--- config.mk ---
export PLATFORM = sky130hd
export DESIGN_NAME = rmq_div
export DESIGN_NICKNAME = d
export VERILOG_FILES = /design/src/hdl/rotation_matrix_to_quaternion_core_defines.svh /design/src/hdl/rmq_pkg.sv /design/src/hdl/rmq_div.sv
export SDC_FILE = /design/constraint.sdc
export NUM_CORES = 2
export LEC_CHECK = 0
export BUFFER_PORTS_ARGS = -buffer_cell sky130_fd_sc_hd__buf_2
export CELL_PAD_IN_SITES_DETAIL_PLACEMENT = 0
export CELL_PAD_IN_SITES_GLOBAL_PLACEMENT = 1
export CORE_AREA = 2 2 341 343
export CTS_CLUSTER_SIZE = 20
export DETAILED_ROUTE_END_ITERATION = 16
export DIE_AREA = 0 0 343 345
export GPL_TIMING_DRIVEN = 0
export PLACE_DENSITY = 0.81
export SETUP_SLACK_MARGIN = 0.1
export SYNTH_ARGS = -nofsm -noshare
export SYNTH_HDL_FRONTEND = slang
export SYNTH_SLANG_ARGS = --single-unit
--- constraint.sdc ---
create_clock -name clk -period 4.7 [get_ports clk]
set_input_delay 0.94 -clock clk [delete_from_list [all_inputs] [get_ports clk]]
set_output_delay 0.94 -clock clk [all_outputs]
set_load 0.02 [all_outputs]
--- src/hdl/rotation_matrix_to_quaternion_core_defines.svh ---
// Assertion macros for the rotation matrix to quaternion RTL.
`ifndef ROTATION_MATRIX_TO_QUATERNION_CORE_DEFINES_SVH
`define ROTATION_MATRIX_TO_QUATERNION_CORE_DEFINES_SVH

`ifndef SYNTHESIS
// Same-cycle implication, sampled on clk, off while in reset
`define RMQ_ASSERT_NOW(lbl, ant, cons) \
    lbl: assert property (@(posedge clk) disable iff (!rst_n) (ant) |-> (cons)) \
        else $error("rmq assertion failed");
// Next-cycle implication, sampled on clk, off while in reset
`define RMQ_ASSERT_NEXT(lbl, ant, cons) \
    lbl: assert property (@(posedge clk) disable iff (!rst_n) (ant) |=> (cons)) \
        else $error("rmq assertion failed");
`else
`define RMQ_ASSERT_NOW(lbl, ant, cons)
`define RMQ_ASSERT_NEXT(lbl, ant, cons)
`endif

`endif

--- src/hdl/rmq_pkg.sv ---
// Types and constants for the rotation matrix to quaternion core.
`timescale 1ns / 1ps

package rmq_pkg;

    localparam int unsigned ENTRY_W = 16;

    localparam logic signed [ENTRY_W-1:0] SAT_MAX = 16'sh7FFF;
    localparam logic signed [ENTRY_W-1:0] SAT_MIN = -16'sh8000;

    // One 3x3 matrix, entry mRC is row R, column C
    typedef struct packed {
        logic signed [ENTRY_W-1:0] m00;
        logic signed [ENTRY_W-1:0] m01;
        logic signed [ENTRY_W-1:0] m02;
        logic signed [ENTRY_W-1:0] m10;
        logic signed [ENTRY_W-1:0] m11;
        logic signed [ENTRY_W-1:0] m12;
        logic signed [ENTRY_W-1:0] m20;
        logic signed [ENTRY_W-1:0] m21;
        logic signed [ENTRY_W-1:0] m22;
    } matrix_t;

    // Unit quaternion plus degenerate flag
    typedef struct packed {
        logic signed [ENTRY_W-1:0] q_w;
        logic signed [ENTRY_W-1:0] q_x;
        logic signed [ENTRY_W-1:0] q_y;
        logic signed [ENTRY_W-1:0] q_z;
        logic                      degenerate;
    } quat_t;

endpackage

--- src/hdl/rmq_div.sv ---
// Pipelined restoring divider lane, one quotient bit per stage, with side data.
`timescale 1ns / 1ps

module rmq_div
    import rmq_pkg::*;
#(
    parameter int QB     = 15,
    parameter int DW     = 34,
    parameter int SIDE_W = 1
) (
    input  logic              clk,
    input  logic              rst_n,
    input  logic              in_valid,
    input  logic [DW-1:0]     rem_init,
    input  logic [QB-1:0]     num_low,
    input  logic [DW-1:0]     divisor,
    input  logic [SIDE_W-1:0] side_in,
    output logic              out_valid,
    output logic [QB-1:0]     quotient,
    output logic [SIDE_W-1:0] side_out
);

    logic              vld_reg  [QB];
    logic [DW-1:0]     rem_reg  [QB];
    logic [QB-1:0]     low_reg  [QB];
    logic [QB-1:0]     q_reg    [QB];
    logic [DW-1:0]     div_reg  [QB];
    logic [SIDE_W-1:0] side_reg [QB];

    genvar g;
    generate
        for (g = 0; g < QB; g++)
        begin : g_stage
            logic              vld_in;
            logic [DW-1:0]     rem_in;
            logic [QB-1:0]     low_in;
            logic [QB-1:0]     q_in;
            logic [DW-1:0]     div_in;
            logic [SIDE_W-1:0] side_stage;
            logic [DW:0]       rem_sh;
            logic [DW-1:0]     rem_next;
            logic              q_bit;

            if (g == 0)
            begin : g_first
                assign vld_in     = in_valid;
                assign rem_in     = rem_init;
                assign low_in     = num_low;
                assign q_in       = '0;
                assign div_in     = divisor;
                assign side_stage = side_in;
            end
            else
            begin : g_rest
                assign vld_in     = vld_reg[g-1];
                assign rem_in     = rem_reg[g-1];
                assign low_in     = low_reg[g-1];
                assign q_in       = q_reg[g-1];
                assign div_in     = div_reg[g-1];
                assign side_stage = side_reg[g-1];
            end

            // shift in one numerator bit, subtract the divisor if it fits
            always_comb
            begin
                rem_sh = {rem_in, low_in[QB-1]};
                if (rem_sh >= {1'b0, div_in})
                begin
                    rem_next = DW'(rem_sh - {1'b0, div_in});
                    q_bit    = 1'b1;
                end
                else
                begin
                    rem_next = DW'(rem_sh);
                    q_bit    = 1'b0;
                end
            end

            always_ff @(posedge clk or negedge rst_n)
            begin
                if (!rst_n)
                    vld_reg[g] <= 1'b0;
                else
                    vld_reg[g] <= vld_in;
            end

            always_ff @(posedge clk)
            begin
                rem_reg[g]  <= rem_next;
                low_reg[g]  <= {low_in[QB-2:0], 1'b0};
                q_reg[g]    <= {q_in[QB-2:0], q_bit};
                div_reg[g]  <= div_in;
                side_reg[g] <= side_stage;
            end
        end
    endgenerate

    assign out_valid = vld_reg[QB-1];
    assign quotient  = q_reg[QB-1];
    assign side_out  = side_reg[QB-1];

endmodule
* After elaboration in Yosys (flattened, before gate mapping) *
Memory sizes are Yosys's and may differ from the RTL's.
Cells that the tools add are included.

storage, ports and cells
  register bits = 15
  memory bits (writable) = 1,470
  input port bits = 87
  output and inout bits = 17
  logic and storage cells = 80
  memories = 5

memories
  memory    depth  width  read ports  clocked after memory_dff  write ports  line           source
  div_reg   15     34     14          0                         15           rmq_div.sv:27  logic [DW-1:0] div_reg [QB];
  rem_reg   15     34     14          0                         15           rmq_div.sv:24  logic [DW-1:0] rem_reg [QB];
  q_reg     15     15     15          0                         15           rmq_div.sv:26  logic [QB-1:0] q_reg [QB];
  low_reg   15     14     14          0                         15           rmq_div.sv:25  logic [QB-1:0] low_reg [QB];
  side_reg  15     1      15          0                         15           rmq_div.sv:28  logic [SIDE_W-1:0] side_reg [QB];

operators by class
  add/sub/neg operators = 15
  order comparisons = 15
  mux-type cells = 30

operators with widths
  kind              count
  $ge A35 B34 Y1    15
  $mux W34          15
  $sub A34 B34 Y34  15
  $mux W1           15

* Logic depth before layout (Yosys ltp) *
An unclocked memory read counts as a cell.

  depth after elaboration = 3
  gate-level depth with buffers = 16
  mapped depth without buffers = 15

* Least setup slack after synthesis *
OpenSTA, ideal clock, no wires.

  kind = in2reg
  start point = in num_low[14]
  end point = mem rem_reg[0][26]
  setup time = 0.114 ns
  data arrival time = 3.795 ns
  required time = 4.586 ns
  path slack = 0.791 ns
  cell stages on the path = 15
  buffers on the path = 0
  cells stage by stage = inv_1 -> ha_1 -> inv_1 -> fa_1 -> a21oi_1 -> o21bai_1 -> a21oi_1 -> o32ai_1 -> o21a_1 -> o41a_1 -> a41o_1 -> a21boi_0 -> mux2i_1 -> a31oi_1 -> a21o_1

RTL lines
  item             line           source
  start, declared  rmq_div.sv:15  input logic [QB-1:0] num_low,
  end, declared    rmq_div.sv:24

==> metrics.md <==
| Metric | Value |
|---|---|
| Outcome | complete, but fails checks |
| Failing checks | max-capacitance violations |
| Die Y | 345 um |
| Number of global-route vias before repair | 43,030 |
| Syn Nets | 6,732 |
| Starting Density | 48.61% |
| Post-synth top area share | 42.65% |
| Clk Latency, worst-skew pair | 0.74 ns |
| GRT met2 Usage | 46.62% |
| Routed WL | 138,600 um |
| Pwr dens | 782.0 mW/mm2 |
| Critical R2R Capture | rem_reg[1][86] |
| Worst-case clock skew | 0.02204 ns |
| Flops & latches, synth | 1,207 |
| Final hold vios | 0 |
| Synth cell types | 86 |
| Upper clock frequency limit | 0.2265 GHz |
| Gr ovfl total | 0 |
| Slew @ Worst Pin | 1.470 ns |
| Drc violations | 0 |
| CORE AREA | 0.1151 mm2 |
| Sequential area share after synthesis | 43.32% |
| Max Cap Violations | 1 |
| Register area | 0.02424 mm2 |
| Multi-input gate area | 0.02876 mm2 |
| Design Power | 49,360 uW |
| GP Congestion | 0.9518 |
| Max_slew headroom | 1.095% |
| Vias per cell | 5.217 |
| Reg2reg start | low_reg[1][27] |
| HPWL Detailed | 113,000 um |
| Nets | 6,975 |
| Clock-pin slew on the worst setup and hold paths | 0.06 ns |
| Remaining antenna violation count | 0 |
| Post-synth EDFFs | 0 |
| Synth Flop Type | dfxtp_1 |
| First-pass GRT wire length | 217,400 um |
| Largest net degree at the start of global routing | 17 |
| CP peak stage delay | 0.80 ns |
| Critical Path AT | 5.00 ns |
| Max-slew violations | 0 |
| Worst hold path type | in2async |
| Root Buffer | clkbuf_16 |
| Period utilisation layout | 93.93% |
| CP Capture Point | rem_reg[1][86] |
| Final Critical Period | 4.415 ns |
| Area contributors post-synth | dfxtp_1 43%, ha_1 11%, inv_1 4.4% |
| Share of cells above drive strength 1 | 8.400% |
| GR peak layer | met2 |
| Die area | 0.1183 mm2 |
| Ys async rst share | 1.243% |
| First DRT Iteration DRCs | 1,595 |
| Setup violations, final | 0 |
| Buffers on Ports | 103 |
| # IOs | 104 |
| WS Path Type | reg2reg |
| Avg WL per Cell | 17.35 um |
| Layout Utilization | 54.84% |
| Drt first pass iters | 5 |
| Fill count | 10,540 |
| R2R setup slack | 0.29 ns |
| Met3 Resource Use GR | 3.044% |
| Initial antenna violation count | 1 |
| # H-tree levels | 4 |
| Tot GR Track Use | 23.23% |
| Met1 usage | 20.24% |
| Rows | 125 |
| Slowest-stage cell, CP | nor3_1 |
| CTS tree | done |
| Fin area | 0.06312 mm2 |
| Die X | 343 um |
| CP cell instances | inv_1 -> ha_1 -> inv_1 -> fa_1 -> a211o_1 -> a21oi_1 -> o21bai_1 -> a2111oi_0 -> or3_1 -> clkbuf_1 -> nor2_1 -> nor3_1 -> o21ai_0 -> a21oi_1 -> xor2_1 -> o21ai_0 |
| CTS Buf Count | 132 |
| Synth Cell Area | 0.05596 mm2 |
| Clock sink count | 1,207 |
| Critical Path RT | 5.29 ns |
| Lkg Pwr | 0.02966 uW |
| Beginning of the critical path | low_reg[1][27] |
| CP max FO | 5 |
| Most area-hungry cell type in the Yosys netlist | dfxtp_1 |
| Via count | 41,690 |
| WHS | 0.09369 ns |
| Maximum VDD drop | 0.0003857 V |
| RSZ-0062 raised after global routing | true |
| Area Growth Syn to Fin | 12.81% |
| Syn Inst Count | 6,121 |
| Ys Warns | 0 |
| Worst r2r path cells | 16 |
| Area post-placement | 0.05840 mm2 |
| CTS Hold Buffers Added | 0 |
| CP Launch Type | flop |
| Syn avg cell area | 9.142 um2 |
| Bufs on Longest Clock Path | 3 |
| Worst Setup End Kind | flop |
-- worst max-delay path, delay by kind of cell, from the launching register on --
kind            cells  cell delay (ns)
simple gates        3             1.04
fa+ha+maj           2             0.59
compound gates      7             1.62
flops               1             0.43
buf+inv             3             0.43
xor+xnor            1             0.16
-- per-stage QoR --
stage | setup TNS, ns | worst slack [ns] | cells
3_3_place_gp | -72.02 | -0.9288 | 7748
5_1_grt | 0 | 0.03459 | 7988
4_1_cts | 0 | 0.1065 | 7988
2_1_floorplan | 0 | 0.7912 | 6121
3_5_place_dp | -69.80 | -0.9237 | 7750
6_report | 0 | 0.2852 | 7991
-- per-layer routing --
layer / up-vias / part of all wire (%)
met5: - / 0
met4: 0 / 8.5
met3: 415 / 2.4
met2: 739 / 55
met1: 18900 / 34
li1: 21630 / -
-- logic make-up (layout without fill, tap and decap cells) --
| logic type | after synthesis | after routing | share of synthesized area, % |
|---|---|---|---|
| DFF | 1207 | 1207 | 43.32 |
| other | 0 | 3 | 0 |
| muxes | 144 | 144 | 3.012 |
| AOI/OAI and AO/OA | 1700 | 1700 | 18.87 |
| adders and majority gates | 524 | 524 | 11.90 |
| xor gates and xnor gates | 408 | 408 | 6.386 |
| buffers and inverters | 807 | 1150 | 5.501 |
| and+or+nand+nor | 1331 | 1331 | 11.01 |
-- power by group --
group	switching, uW	internal [uW]	total (uW)
Combinational	13700	10200	23900
Clock	4120	6460	10600
Sequential	1570	13300	14900
Total	19400	30000	49400
-- what timing repair did --
action | in CTS | in global routing
pin swaps | 2 | 0
setup endpoints to repair | 207 | 162
gates resized for setup | 19 | 30
buffers inserted | 4 | 0
-- layout by cell type, fill, tap and decap left out, types with 74 or more instances in the layout --
master and n:
nor3_1 74, ha_1 510, o21ai_0 484, dfxtp_1 1192, a21o_1 297, clkbuf_1 133
nand3_1 97, nand2_1 514, mux2_2 108, nand4_1 77, xor2_1 179, xnor2_1 229
inv_1 654, nor2_1 302, buf_2 116, clkbuf_16 135, o21bai_1 77, a21oi_1 480
-- area by class of cell --
cell class              count  area share (%)
diodes                      3         0.01189
plain buffers             153           1.031
clock buffers             177           5.950
clock inverters            57           1.241
inverters                 654           3.889
multi-input cells        4107           45.57
flip-flops and latches   1207           38.40
well taps                1524           3.021
repair buffers            109          0.8900
-- how the worst min path moves through the flow --
stage / end / slack (ns)
3_3_place_gp: q_reg[1][63] / 0.31
5_1_grt: g_stage[7].vld_in / 0.08
6_report: g_stage[7].vld_in / 0.09
3_5_place_dp: low_reg[0][18] / 0.31
2_1_floorplan: low_reg[0][105] / 0.31
4_1_cts: g_stage[13].vld_in / 0.05
-- cells in the mapped netlist (27+ instances only) --
cell	n
ha_1	510
o21ai_0	484
and3_1	36
o31ai_1	40
nor3_1	76
o21bai_1	77
o21a_1	44
a21o_1	297
nand2_1	514
nand2b_1	50
mux2_2	108
nand3_1	97
a211oi_1	38
xor2_1	179
nor2b_1	60
nor2_1	302
clkbuf_1	130
xnor2_1	229
dfxtp_1	1192
or3_1	27
inv_1	654
a21oi_1	486
a31oi_1	41
nand4_1	77
Note: power is estimated with default switching activity, not from simulation.
